--- config.mk ---
export PLATFORM = sky130hd
export DESIGN_NAME = minmax_fake_quant_ema_range_flat
export DESIGN_NICKNAME = d
export VERILOG_FILES = /design/src/mmfq_pkg.sv /design/src/mmfq_if.sv /design/src/mmfq_ram.sv /design/src/mmfq_mul.sv /design/src/mmfq_div.sv /design/src/minmax_fake_quant_ema_range.sv /design/src/flat_wrapper.sv
export SDC_FILE = /design/constraint.sdc
export NUM_CORES = 2
export LEC_CHECK = 0
export ABC_AREA = 1
export ABC_CLOCK_PERIOD_IN_PS = 11750
export BUFFER_PORTS_ARGS = -buffer_cell sky130_fd_sc_hd__buf_2
export CORE_UTILIZATION = 50
export DETAILED_ROUTE_END_ITERATION = 8
export PLACE_DENSITY_LB_ADDON = 0.15
export SYNTH_ARGS = -nofsm -noshare
export SYNTH_HDL_FRONTEND = slang
export SYNTH_SLANG_ARGS = --single-unit
--- constraint.sdc ---
create_clock -name clk -period 11.75 [get_ports clk]
set_input_delay 1.7625 -clock clk [delete_from_list [all_inputs] [get_ports clk]]
set_output_delay 1.7625 -clock clk [all_outputs]
set_load 0.02 [all_outputs]
--- src/mmfq_pkg.sv ---
package mmfq_pkg;

  // Configuration port
  localparam int CFG_W     = 16;
  localparam int CFG_IDX_W = 2;

  localparam logic [CFG_IDX_W-1:0] REG_TRAIN_MODE   = 2'd0;
  localparam logic [CFG_IDX_W-1:0] REG_FIRST_BATCH  = 2'd1;
  localparam logic [CFG_IDX_W-1:0] REG_DECAY_FACTOR = 2'd2;
  localparam logic [CFG_IDX_W-1:0] REG_BYPASS_QUANT = 2'd3;

  // Register reset values
  localparam logic        TRAIN_MODE_RST   = 1'b1;
  localparam logic        FIRST_BATCH_RST  = 1'b1;
  localparam logic [15:0] DECAY_FACTOR_RST = 16'd58982;
  localparam logic        BYPASS_QUANT_RST = 1'b0;

  // Fixed arithmetic constants
  localparam int          DECAY_W        = 16;
  localparam logic [16:0] DECAY_ONE      = 17'h10000;   // 1.0 in Q0.16
  localparam int          ROUND_HALF     = 32768;       // 0.5 in Q0.16
  localparam int          MUL_B_W        = 18;
  localparam int          CODE_W         = 8;
  localparam logic [7:0]  CODE_MAX       = 8'd255;
  localparam int          DEQ_BIAS       = 127;
  localparam int          CODE_SAT_STEPS = 9;

  // Divider control and status
  localparam int STEP_W = 6;

  typedef struct packed {
    logic              start;
    logic [STEP_W-1:0] steps;
  } div_ctrl_t;

  typedef struct packed {
    logic busy;
    logic done;
  } div_stat_t;

endpackage

--- src/mmfq_if.sv ---
interface mmfq_in_if #(parameter int SAMPLE_WIDTH = 16) ();
  logic                           valid;
  logic                           ready;
  logic signed [SAMPLE_WIDTH-1:0] sample;
  logic                           last_sample;

  modport source (output valid, sample, last_sample, input ready);
  modport sink (input valid, sample, last_sample, output ready);
endinterface

interface mmfq_out_if #(parameter int SAMPLE_WIDTH = 16) ();
  logic                           valid;
  logic                           ready;
  logic [7:0]                     quant_code;
  logic signed [SAMPLE_WIDTH-1:0] dequant_value;
  logic                           final_result;
  logic                           overflow_flag;

  modport source (output valid, quant_code, dequant_value, final_result, overflow_flag,
                  input ready);
  modport sink (input valid, quant_code, dequant_value, final_result, overflow_flag,
                output ready);
endinterface

--- src/mmfq_ram.sv ---
module mmfq_ram #(
  parameter int WIDTH  = 16,
  parameter int DEPTH  = 64,
  parameter int ADDR_W = (DEPTH > 1) ? $clog2(DEPTH) : 1
) (
  input  logic              clk,
  input  logic              we,
  input  logic [ADDR_W-1:0] waddr,
  input  logic [WIDTH-1:0]  wdata,
  input  logic [ADDR_W-1:0] raddr,
  output logic [WIDTH-1:0]  rdata
);

  logic [WIDTH-1:0] mem [DEPTH];

  // Write port and registered read port
  always_ff @(posedge clk) begin
    if (we) begin
      mem[waddr] <= wdata;
    end
    rdata <= mem[raddr];
  end

endmodule

--- src/mmfq_mul.sv ---
module mmfq_mul #(
  parameter int A_W = 17,
  parameter int B_W = 18
) (
  input  logic                     clk,
  input  logic                     en,
  input  logic signed [A_W-1:0]    a,
  input  logic signed [B_W-1:0]    b,
  output logic signed [A_W+B_W-1:0] prod
);

  // Register the product for the next step of the sequence
  always_ff @(posedge clk) begin
    if (en) begin
      prod <= a * b;
    end
  end

endmodule

--- src/mmfq_div.sv ---
module mmfq_div #(
  parameter int DW = 26,
  parameter int QW = 16
) (
  input  logic                  clk,
  input  logic                  rst,
  input  mmfq_pkg::div_ctrl_t   ctrl,
  input  logic [DW-1:0]         dividend,
  input  logic [DW-1:0]         divisor,
  output mmfq_pkg::div_stat_t   stat,
  output logic [QW-1:0]         quotient
);

  logic [DW-1:0]               rem;
  logic [DW-1:0]               dvs;
  logic [QW-1:0]               q;
  logic [mmfq_pkg::STEP_W-1:0] cnt;
  logic                        busy;
  logic                        done;
  logic                        ge;
  logic [DW-1:0]               diff;

  // Compare and subtract against the aligned divisor
  assign ge   = (rem >= dvs);
  assign diff = rem - dvs;

  // Count steps; pulse done after the last quotient bit
  always_ff @(posedge clk) begin
    if (rst) begin
      busy <= 1'b0;
      done <= 1'b0;
      cnt  <= '0;
    end else begin
      done <= 1'b0;
      if (ctrl.start) begin
        busy <= 1'b1;
        cnt  <= ctrl.steps;
      end else if (busy) begin
        cnt <= cnt - 1'b1;
        if (cnt == mmfq_pkg::STEP_W'(1)) begin
          busy <= 1'b0;
          done <= 1'b1;
        end
      end
    end
  end

  // One quotient bit per cycle, divisor shifted down each step
  always_ff @(posedge clk) begin
    if (ctrl.start) begin
      rem <= dividend;
      dvs <= divisor;
      q   <= '0;
    end else if (busy) begin
      rem <= ge ? diff : rem;
      dvs <= dvs >> 1;
      q   <= {q[QW-2:0], ge};
    end
  end

  assign stat.busy = busy;
  assign stat.done = done;
  assign quotient  = q;

endmodule

--- src/minmax_fake_quant_ema_range.sv ---
// Min/max fake quantizer with a moving-average range.
//
// Input channel in_ch carries one signed Q7.8 sample per request; a request
// with last_sample set closes the tensor. Every request is taken in the cycle
// it is offered while the block is loading. Samples past MAX_ELEMENTS are
// dropped and the whole run is then flagged with overflow_flag.
// After the closing request the block settles the range, blending it with
// the running range when training after the first batch, then emits every
// stored sample on out_ch in arrival order, final_result on the last one.
// in_ch is not ready from the closing request until the final result is taken.
// In bypass, with an empty range or for a sample below the range a result
// skips the division; otherwise the divider yields the nine code quotient
// bits one per cycle, the shared multiplier forms code times range, and one
// shift-add pass per cycle divides that plus a bias of 127 by 255 for the
// dequantized value. A stalled receiver holds the result and the sequencer
// with it. Configuration is written through cfg_we/cfg_index/cfg_data, by
// the user only while idle; the block does not enforce it. Reset (rst,
// synchronous) empties the buffer, clears the running range and restores the
// register defaults; the sample memory needs no clearing.
module minmax_fake_quant_ema_range #(
  parameter int MAX_ELEMENTS = 64,
  parameter int SAMPLE_WIDTH = 16
) (
  input  logic                           clk,
  input  logic                           rst,
  input  logic                           cfg_we,
  input  logic [mmfq_pkg::CFG_IDX_W-1:0] cfg_index,
  input  logic [mmfq_pkg::CFG_W-1:0]     cfg_data,
  mmfq_in_if.sink                        in_ch,
  mmfq_out_if.source                     out_ch
);

  localparam int W  = SAMPLE_WIDTH;
  localparam int CW = $clog2(MAX_ELEMENTS + 1);
  localparam int AW = (MAX_ELEMENTS > 1) ? $clog2(MAX_ELEMENTS) : 1;
  localparam int DW = W + 10;
  localparam int QW = mmfq_pkg::CODE_SAT_STEPS;
  localparam int PW = W + 1 + mmfq_pkg::MUL_B_W;
  localparam int NW = W + 11;
  localparam int XW = W + 8;
  localparam int DEQ_ITERS = (W + 7) / 8 + 1;
  localparam int DCW = $clog2(DEQ_ITERS + 1);

  localparam logic [3:0] S_LOAD  = 4'd0;
  localparam logic [3:0] S_MUL   = 4'd1;
  localparam logic [3:0] S_ACC   = 4'd2;
  localparam logic [3:0] S_SETUP = 4'd3;
  localparam logic [3:0] S_READ  = 4'd4;
  localparam logic [3:0] S_PREP  = 4'd5;
  localparam logic [3:0] S_DIV1  = 4'd6;
  localparam logic [3:0] S_CMUL  = 4'd7;
  localparam logic [3:0] S_DLOAD = 4'd8;
  localparam logic [3:0] S_DIV2  = 4'd9;
  localparam logic [3:0] S_OUT   = 4'd10;

  logic [3:0]                      state;
  logic                            train_mode;
  logic                            first_batch;
  logic [mmfq_pkg::DECAY_W-1:0]    decay_factor;
  logic                            bypass_quant;
  logic [CW-1:0]                   fill_count;
  logic [CW-1:0]                   idx;
  logic                            dropped;
  logic [1:0]                      bsel;
  logic signed [W-1:0]             batch_min;
  logic signed [W-1:0]             batch_max;
  logic signed [W-1:0]             running_min;
  logic signed [W-1:0]             running_max;
  logic signed [W-1:0]             lo_r;
  logic signed [W-1:0]             hi_r;
  logic signed [W:0]               range_r;
  logic signed [PW-1:0]            acc;
  logic [7:0]                      code_r;
  logic signed [W-1:0]             deq_r;
  logic [W-1:0]                    deq_q;
  logic [DCW-1:0]                  deq_cnt;

  logic                            accept;
  logic                            full;
  logic signed [W-1:0]             x;
  logic signed [W-1:0]             bmin_upd;
  logic signed [W-1:0]             bmax_upd;
  logic [W-1:0]                    rd_data;
  logic signed [W-1:0]             v;
  logic signed [W:0]               diff;
  logic signed [NW-1:0]            num;
  logic                            range_pos;
  logic                            quantize;
  logic                            last_out;

  logic signed [W:0]               mul_a;
  logic signed [mmfq_pkg::MUL_B_W-1:0] mul_b;
  logic                            mul_en;
  logic signed [PW-1:0]            prod;
  logic signed [PW-1:0]            acc_sum;
  logic signed [W-1:0]             blend_res;

  mmfq_pkg::div_ctrl_t             div_ctrl;
  mmfq_pkg::div_stat_t             div_stat;
  logic [DW-1:0]                   div_dividend;
  logic [DW-1:0]                   div_divisor;
  logic [QW-1:0]                   div_q;
  logic [7:0]                      code_sat;
  logic [XW-1:0]                   deq_x;
  logic [XW-1:0]                   deq_acc;
  logic [W-1:0]                    deq_q_next;
  logic [W-1:0]                    deq_sum;

  // Configuration registers
  always_ff @(posedge clk) begin
    if (rst) begin
      train_mode   <= mmfq_pkg::TRAIN_MODE_RST;
      first_batch  <= mmfq_pkg::FIRST_BATCH_RST;
      decay_factor <= mmfq_pkg::DECAY_FACTOR_RST;
      bypass_quant <= mmfq_pkg::BYPASS_QUANT_RST;
    end else if (cfg_we) begin
      unique case (cfg_index)
        mmfq_pkg::REG_TRAIN_MODE:   train_mode   <= cfg_data[0];
        mmfq_pkg::REG_FIRST_BATCH:  first_batch  <= cfg_data[0];
        mmfq_pkg::REG_DECAY_FACTOR: decay_factor <= cfg_data[mmfq_pkg::DECAY_W-1:0];
        mmfq_pkg::REG_BYPASS_QUANT: bypass_quant <= cfg_data[0];
        default: ;
      endcase
    end
  end

  // Load side: take a request, track the batch range
  assign in_ch.ready = (state == S_LOAD);
  assign accept      = in_ch.valid && in_ch.ready;
  assign full        = (fill_count == CW'(MAX_ELEMENTS));
  assign x           = in_ch.sample;

  always_comb begin
    if (full) begin
      bmin_upd = batch_min;
      bmax_upd = batch_max;
    end else if (fill_count == '0) begin
      bmin_upd = x;
      bmax_upd = x;
    end else begin
      bmin_upd = (x < batch_min) ? x : batch_min;
      bmax_upd = (x > batch_max) ? x : batch_max;
    end
  end

  mmfq_ram #(
    .WIDTH (W),
    .DEPTH (MAX_ELEMENTS)
  ) u_store (
    .clk   (clk),
    .we    (accept && !full),
    .waddr (fill_count[AW-1:0]),
    .wdata (x),
    .raddr (idx[AW-1:0]),
    .rdata (rd_data)
  );

  // Shared multiplier: blend terms, then code times range
  always_comb begin
    if (state == S_CMUL) begin
      mul_a = range_r;
      mul_b = $signed({{(mmfq_pkg::MUL_B_W - mmfq_pkg::CODE_W){1'b0}}, code_r});
    end else if (!bsel[0]) begin
      mul_a = bsel[1] ? {batch_min[W-1], batch_min} : {batch_max[W-1], batch_max};
      mul_b = $signed({1'b0, mmfq_pkg::DECAY_ONE - {1'b0, decay_factor}});
    end else begin
      mul_a = bsel[1] ? {running_min[W-1], running_min} : {running_max[W-1], running_max};
      mul_b = $signed({2'b00, decay_factor});
    end
  end

  assign mul_en = (state == S_MUL) || (state == S_CMUL);

  mmfq_mul #(
    .A_W (W + 1),
    .B_W (mmfq_pkg::MUL_B_W)
  ) u_mul (
    .clk  (clk),
    .en   (mul_en),
    .a    (mul_a),
    .b    (mul_b),
    .prod (prod)
  );

  // Blend result: floor of the rounded sum in Q0.16
  assign acc_sum   = acc + prod;
  assign blend_res = acc_sum[W+15:16];

  // Element numerator for the code division
  assign v         = $signed(rd_data);
  assign diff      = {v[W-1], v} - {lo_r[W-1], lo_r};
  assign num       = (NW'(diff) <<< 9) - (NW'(diff) <<< 1) + NW'(range_r);
  assign range_pos = !range_r[W] && (range_r != '0);
  assign quantize  = !bypass_quant && range_pos && !num[NW-1];

  // Divider: code quotient against the aligned range
  always_comb begin
    div_dividend   = num[DW-1:0];
    div_divisor    = DW'($unsigned(range_r)) << 9;
    div_ctrl.steps = mmfq_pkg::STEP_W'(mmfq_pkg::CODE_SAT_STEPS);
    div_ctrl.start = (state == S_PREP) && quantize;
  end

  mmfq_div #(
    .DW (DW),
    .QW (QW)
  ) u_div (
    .clk      (clk),
    .rst      (rst),
    .ctrl     (div_ctrl),
    .dividend (div_dividend),
    .divisor  (div_divisor),
    .stat     (div_stat),
    .quotient (div_q)
  );

  assign code_sat = div_q[8] ? mmfq_pkg::CODE_MAX : div_q[7:0];

  // Divide code times range plus bias by 255: q = (x + q + 1) >> 8,
  // iterated from zero, settles on the exact floor
  assign deq_x      = prod[XW-1:0] + XW'(mmfq_pkg::DEQ_BIAS);
  assign deq_acc    = deq_x + XW'(deq_q) + XW'(1);
  assign deq_q_next = deq_acc[XW-1:8];
  assign deq_sum    = $unsigned(lo_r) + deq_q_next;
  assign last_out   = ((idx + CW'(1)) == fill_count);

  // Sequencer and control state
  always_ff @(posedge clk) begin
    if (rst) begin
      state       <= S_LOAD;
      fill_count  <= '0;
      idx         <= '0;
      dropped     <= 1'b0;
      bsel        <= '0;
      deq_cnt     <= '0;
      running_min <= '0;
      running_max <= '0;
    end else begin
      unique case (state)
        S_LOAD: begin
          if (accept) begin
            if (!full) begin
              fill_count <= fill_count + CW'(1);
            end else begin
              dropped <= 1'b1;
            end
            if (in_ch.last_sample) begin
              bsel  <= '0;
              state <= (train_mode && !first_batch) ? S_MUL : S_SETUP;
            end
          end
        end
        S_MUL: begin
          state <= S_ACC;
        end
        S_ACC: begin
          bsel  <= bsel + 2'd1;
          state <= (bsel == 2'd3) ? S_SETUP : S_MUL;
        end
        S_SETUP: begin
          if (train_mode) begin
            running_min <= lo_r;
            running_max <= hi_r;
          end
          idx   <= '0;
          state <= S_READ;
        end
        S_READ: begin
          state <= S_PREP;
        end
        S_PREP: begin
          state <= quantize ? S_DIV1 : S_OUT;
        end
        S_DIV1: begin
          if (div_stat.done) begin
            state <= S_CMUL;
          end
        end
        S_CMUL: begin
          state <= S_DLOAD;
        end
        S_DLOAD: begin
          deq_cnt <= DCW'(DEQ_ITERS);
          state   <= S_DIV2;
        end
        S_DIV2: begin
          deq_cnt <= deq_cnt - DCW'(1);
          if (deq_cnt == DCW'(1)) begin
            state <= S_OUT;
          end
        end
        S_OUT: begin
          if (out_ch.ready) begin
            if (last_out) begin
              fill_count <= '0;
              dropped    <= 1'b0;
              state      <= S_LOAD;
            end else begin
              idx   <= idx + CW'(1);
              state <= S_READ;
            end
          end
        end
        default: state <= S_LOAD;
      endcase
    end
  end

  // Datapath registers
  always_ff @(posedge clk) begin
    unique case (state)
      S_LOAD: begin
        if (accept) begin
          batch_min <= bmin_upd;
          batch_max <= bmax_upd;
          if (in_ch.last_sample) begin
            lo_r <= train_mode ? bmin_upd : running_min;
            hi_r <= train_mode ? bmax_upd : running_max;
          end
        end
      end
      S_ACC: begin
        if (!bsel[0]) begin
          acc <= prod + PW'(mmfq_pkg::ROUND_HALF);
        end else if (!bsel[1]) begin
          hi_r <= blend_res;
        end else begin
          lo_r <= blend_res;
        end
      end
      S_SETUP: begin
        range_r <= {hi_r[W-1], hi_r} - {lo_r[W-1], lo_r};
      end
      S_PREP: begin
        if (bypass_quant) begin
          code_r <= '0;
          deq_r  <= v;
        end else if (!quantize) begin
          code_r <= '0;
          deq_r  <= lo_r;
        end
      end
      S_DIV1: begin
        if (div_stat.done) begin
          code_r <= code_sat;
        end
      end
      S_DLOAD: begin
        deq_q <= '0;
      end
      S_DIV2: begin
        deq_q <= deq_q_next;
        if (deq_cnt == DCW'(1)) begin
          deq_r <= $signed(deq_sum);
        end
      end
      default: ;
    endcase
  end

  // Result port
  assign out_ch.valid         = (state == S_OUT);
  assign out_ch.quant_code    = code_r;
  assign out_ch.dequant_value = deq_r;
  assign out_ch.final_result  = last_out;
  assign out_ch.overflow_flag = dropped;

  // Checks
  a_fill_bound: assert property (@(posedge clk) disable iff (rst)
    fill_count <= CW'(MAX_ELEMENTS))
    else $error("fill count past capacity");

  a_out_nonempty: assert property (@(posedge clk) disable iff (rst)
    out_ch.valid |-> (fill_count != '0) && (idx < fill_count))
    else $error("result emitted outside the stored run");

  a_done_owner: assert property (@(posedge clk) disable iff (rst)
    div_stat.done |-> (state == S_DIV1))
    else $error("divider finished outside a division step");

  a_div_idle_start: assert property (@(posedge clk) disable iff (rst)
    div_ctrl.start |-> !div_stat.busy)
    else $error("divider restarted while busy");

  a_code_needs_range: assert property (@(posedge clk) disable iff (rst)
    (out_ch.valid && (out_ch.quant_code != '0)) |-> !bypass_quant && range_pos)
    else $error("nonzero code without a positive range");

  a_run_closes: assert property (@(posedge clk) disable iff (rst)
    (out_ch.valid && out_ch.ready && out_ch.final_result) |=>
      (fill_count == '0) && in_ch.ready && !dropped)
    else $error("run did not close after the final result");

endmodule
--- src/flat_wrapper.sv ---
// flat-port wrapper written by rule: the top's interface ports become plain ports
module minmax_fake_quant_ema_range_flat 
#(
  parameter int MAX_ELEMENTS = 64,
  parameter int SAMPLE_WIDTH = 16
)
  (clk, rst, cfg_we, cfg_index, cfg_data, in_ch_valid, in_ch_sample, in_ch_last_sample, in_ch_ready, out_ch_valid, out_ch_quant_code, out_ch_dequant_value, out_ch_final_result, out_ch_overflow_flag, out_ch_ready);
  mmfq_in_if #(.SAMPLE_WIDTH(SAMPLE_WIDTH)) in_ch_i ();
  mmfq_out_if #(.SAMPLE_WIDTH(SAMPLE_WIDTH)) out_ch_i ();
  input  logic clk;
  input  logic rst;
  input  logic cfg_we;
  input  logic [mmfq_pkg::CFG_IDX_W-1:0] cfg_index;
  input  logic [mmfq_pkg::CFG_W-1:0] cfg_data;
  input wire logic [$bits(in_ch_i.valid)-1:0] in_ch_valid;
  input wire logic [$bits(in_ch_i.sample)-1:0] in_ch_sample;
  input wire logic [$bits(in_ch_i.last_sample)-1:0] in_ch_last_sample;
  output wire logic [$bits(in_ch_i.ready)-1:0] in_ch_ready;
  output wire logic [$bits(out_ch_i.valid)-1:0] out_ch_valid;
  output wire logic [$bits(out_ch_i.quant_code)-1:0] out_ch_quant_code;
  output wire logic [$bits(out_ch_i.dequant_value)-1:0] out_ch_dequant_value;
  output wire logic [$bits(out_ch_i.final_result)-1:0] out_ch_final_result;
  output wire logic [$bits(out_ch_i.overflow_flag)-1:0] out_ch_overflow_flag;
  input wire logic [$bits(out_ch_i.ready)-1:0] out_ch_ready;
  assign in_ch_i.valid = in_ch_valid;
  assign in_ch_i.sample = in_ch_sample;
  assign in_ch_i.last_sample = in_ch_last_sample;
  assign in_ch_ready = in_ch_i.ready;
  assign out_ch_valid = out_ch_i.valid;
  assign out_ch_quant_code = out_ch_i.quant_code;
  assign out_ch_dequant_value = out_ch_i.dequant_value;
  assign out_ch_final_result = out_ch_i.final_result;
  assign out_ch_overflow_flag = out_ch_i.overflow_flag;
  assign out_ch_i.ready = out_ch_ready;
  minmax_fake_quant_ema_range #(.MAX_ELEMENTS(MAX_ELEMENTS), .SAMPLE_WIDTH(SAMPLE_WIDTH)) u_core (.clk(clk), .rst(rst), .cfg_we(cfg_we), .cfg_index(cfg_index), .cfg_data(cfg_data), .in_ch(in_ch_i), .out_ch(out_ch_i));
endmodule
==> results.py <==
metrics = {
    "outcome": {
        "outcome": "complete, no violations",
    },
    "yosys": {
        "synth.net_count": 8014,
        "synth_largest_area_cell": "edfxtp_1",
        "ys_seq_area_share_pct": 54.0,
        "syn_avg_cell_area_um2": 9.98,
        "synth_seq_cells": 1368,
        "synth_enable_flop_cells": 1252,
        "yosysMostFrequentCell": "edfxtp_1",
        "synthDistinctLibCells": 59,
        "synth_flop_cell": "edfxtp_1",
        "synth_compound_area_share_pct": 12.9,
        "ys_top_cells_by_count": "1252 x edfxtp_1, 1131 x nor2_1, 967 x nand2_1",
        "synthMuxAreaShare_pct": 0,
        "yosys_warnings": 0,
        "synth-xor-area-share_pct": 1.80,
        "synth_top_area_share_pct": 50.8,
        "async_reset_ff_share_pct": 0,
        "synth_top_family_by_area": "simple AND/OR/NAND/NOR gates",
        "netlist_area_um2": 74000,
        "synthCells": 7414,
        "synth-simple-area-share_pct": 13.4,
        "synthTopCellsByArea": "edfxtp_1 51%, fa_1 6.6%, o21ai_0 5.9%, nor2_1 5.7%, ha_1 5.3%",
        "synth-adder-area-share_pct": 12.0,
    },
    "sta": {
        "drv_slew": 0,
        "setup_viol_count_final": 0,
        "clock_skew_ns": 0.0636,
        "finalSetupTns_ns": 0,
        "rsz0062_at_grt": "false",
        "worst_slew_pin_slew_ns": 1.23,
        "period_needed_ns": 8.02,
        "fmax_ghz": 0.125,
        "post-route-period-util_pct": 68.3,
        "slew_headroom_pct": 17.8,
        "hold_viol_final": 0,
        "fin_ws_ns": 3.73,
    },
    "cells_and_area": {
        "syn_to_final_growth_pct": 9.69,
        "fin_nets": 8031,
        "finalInstanceArea_um2": 81200,
        "drive_above_1_share_pct": 6.58,
    },
    "grt": {
        "grt_use_total_pct": 29.4,
        "grt_pass1_vias": 52339,
        "grt-ovfl-total": 0,
        "antenna_found_initial": 14,
        "grt_max_degree": 180,
        "grt_pass1_wl_mm": 331,
    },
    "min_path": {
        "hold_path.class": "flop to flop",
    },
    "floorplan": {
        "core_area_um2": 146000,
        "start_util_pct": 50.6,
        "die_h_um": 387,
        "dieArea_um2": 150000,
        "die_w_um": 387,
        "row_count": 140,
        "pin_count": 68,
    },
    "setup_path": {
        "worstSetupStartpointType": "flop",
        "cp-end-kind": "flop",
        "slowest_delay_ns": 0.92,
        "cp_top_family": "adder cells",
        "path_max_fanout": 59,
        "critPathSlowestCell": "o21ai_0",
        "crit_type": "flop to flop",
        "path_buf_inv": 6,
        "worstPathRequired_ns": 12.28,
        "critPathArrivalTime_ns": 8.55,
        "cpMostUsedCell": "nand2_1",
    },
    "route": {
        "wl_mm": 224,
        "detail_route.wl_per_cell_um": 23.7,
        "ant_nets": 0,
        "drc_errors": 0,
        "via_per_inst": 5.84,
        "vias": 55303,
        "firstDrtPassIters": 7,
        "drt-initial-drc-count": 5459,
    },
    "placed_design": {
        "place_area_um2": 76400,
        "portBuffers": 67,
        "dp_slack_ns": 3.86,
        "hpwlAfterDp_mm": 150,
        "gp_congestion": 0.935,
    },
    "cts": {
        "cts.sinks": 1368,
        "clockRootBuffer": "clkbuf_16",
        "post_cts_buffers": 0,
        "cts_made_buffers": 146,
        "cts_resized": 0,
        "cts_tree": "done",
        "h-tree-depth": 4,
        "clk_path_buf_depth": 3,
        "clkTransAtPathRegs_ns": 0.06,
        "postCtsHoldBufs": 0,
        "clk_latency_ns": 0.80,
    },
    "flow_run": {
        "max-cap-violations": 0,
    },
}
## final timing paths
kind,start,endpoint,slack [ns],cells past startpoint
max,u_core.state[1]$_SDFFE_PP0P_,u_core.u_mul.prod[28]$_DFFE_PP_,3.73,26
min,u_core.deq_cnt[1]$_SDFFE_PP0P_,u_core.deq_cnt[1]$_SDFFE_PP0P_,0.47,2
max reg2reg,u_core.state[1]$_SDFFE_PP0P_,u_core.u_mul.prod[28]$_DFFE_PP_,3.73,26
min reg2reg,u_core.deq_cnt[1]$_SDFFE_PP0P_,u_core.deq_cnt[1]$_SDFFE_PP0P_,0.47,2
## through the flow
step	cells	hold WS, ns	util, %
after global placement	9200	0.445	52.2
after global routing	9468	0.495	55.5
after floorplan	7414	0.429	-
after detailed placement	9200	0.454	52.2
final	9473	0.471	55.5
after CTS	9467	0.465	55.5
## metal layers
metal,GRT usage [%],wire [um],vias up
met5,0,82,-
met4,13.9,11000,12
met3,4.10,16100,451
met2,47.4,105000,2197
met1,39.3,92400,27142
li1,-,-,25501
## worst min-delay path: cells and delay by family, from the launching register on
kind	cells	cell delay (ns)
AOI/OAI and AO/OA	1	0.06
buffers and inverters	1	0.07
DFF	1	0.30
## logic make-up (layout without fill, tap and decap cells)
| kind of cell | after synthesis | after routing |
|---|---|---|
| and+or+nand+nor | 2459 | 2459 |
| AOI/OAI and AO/OA | 1744 | 1744 |
| DFF | 1368 | 1368 |
| buffers and inverters | 1132 | 1268 |
| adders and majority gates | 560 | 560 |
| xor gates and xnor gates | 150 | 150 |
| other | 1 | 7 |
## flip-flops by register name (all words and copies together) (netlist names), 17 cells and up
register            flops
u_core.u_div.dvs       26
u_core.u_mul.prod      32
u_core.range_r         17
u_core.acc             32
u_core.u_store.mem   1024
u_core.u_div.rem       26
## final cells by class
class | count | area [um2]
diodes | 6 | 15.0
clock buffers | 200 | 4020
clock inverters | 67 | 731
fillers | 12868 | 65100
inverters | 796 | 3010
multi-input cells | 4914 | 29700
flip-flops and latches | 1368 | 39900
well taps | 1917 | 2400
repair buffers | 205 | 1400
## cell usage in the layout, fill, tap and decap left out, drive strengths merged, types with 2 or more instances in the layout
cell      instances
bufinv            7
o31ai            13
fa              245
o221ai            3
and2              2
a21oi           356
or2              13
o21ai           948
nand4            32
dfxtp           116
buf             205
edfxtp         1252
xnor2            45
o211ai           34
clkinv           56
nand3b           11
nand2           973
o22ai           308
diode             6
o21a             14
o21bai           12
nor4              8
o2111ai           4
xor2            104
a211oi            5
a31oi            17
a21boi            7
clkinvlp          2
inv             798
nor3             56
clkbuf          200
a21o             18
nand3           224
a221oi            2
ha              315
nor2           1138
Power is not shown: default switching activity piles up to over one toggle a cycle in this logic, so the estimate is an artifact.
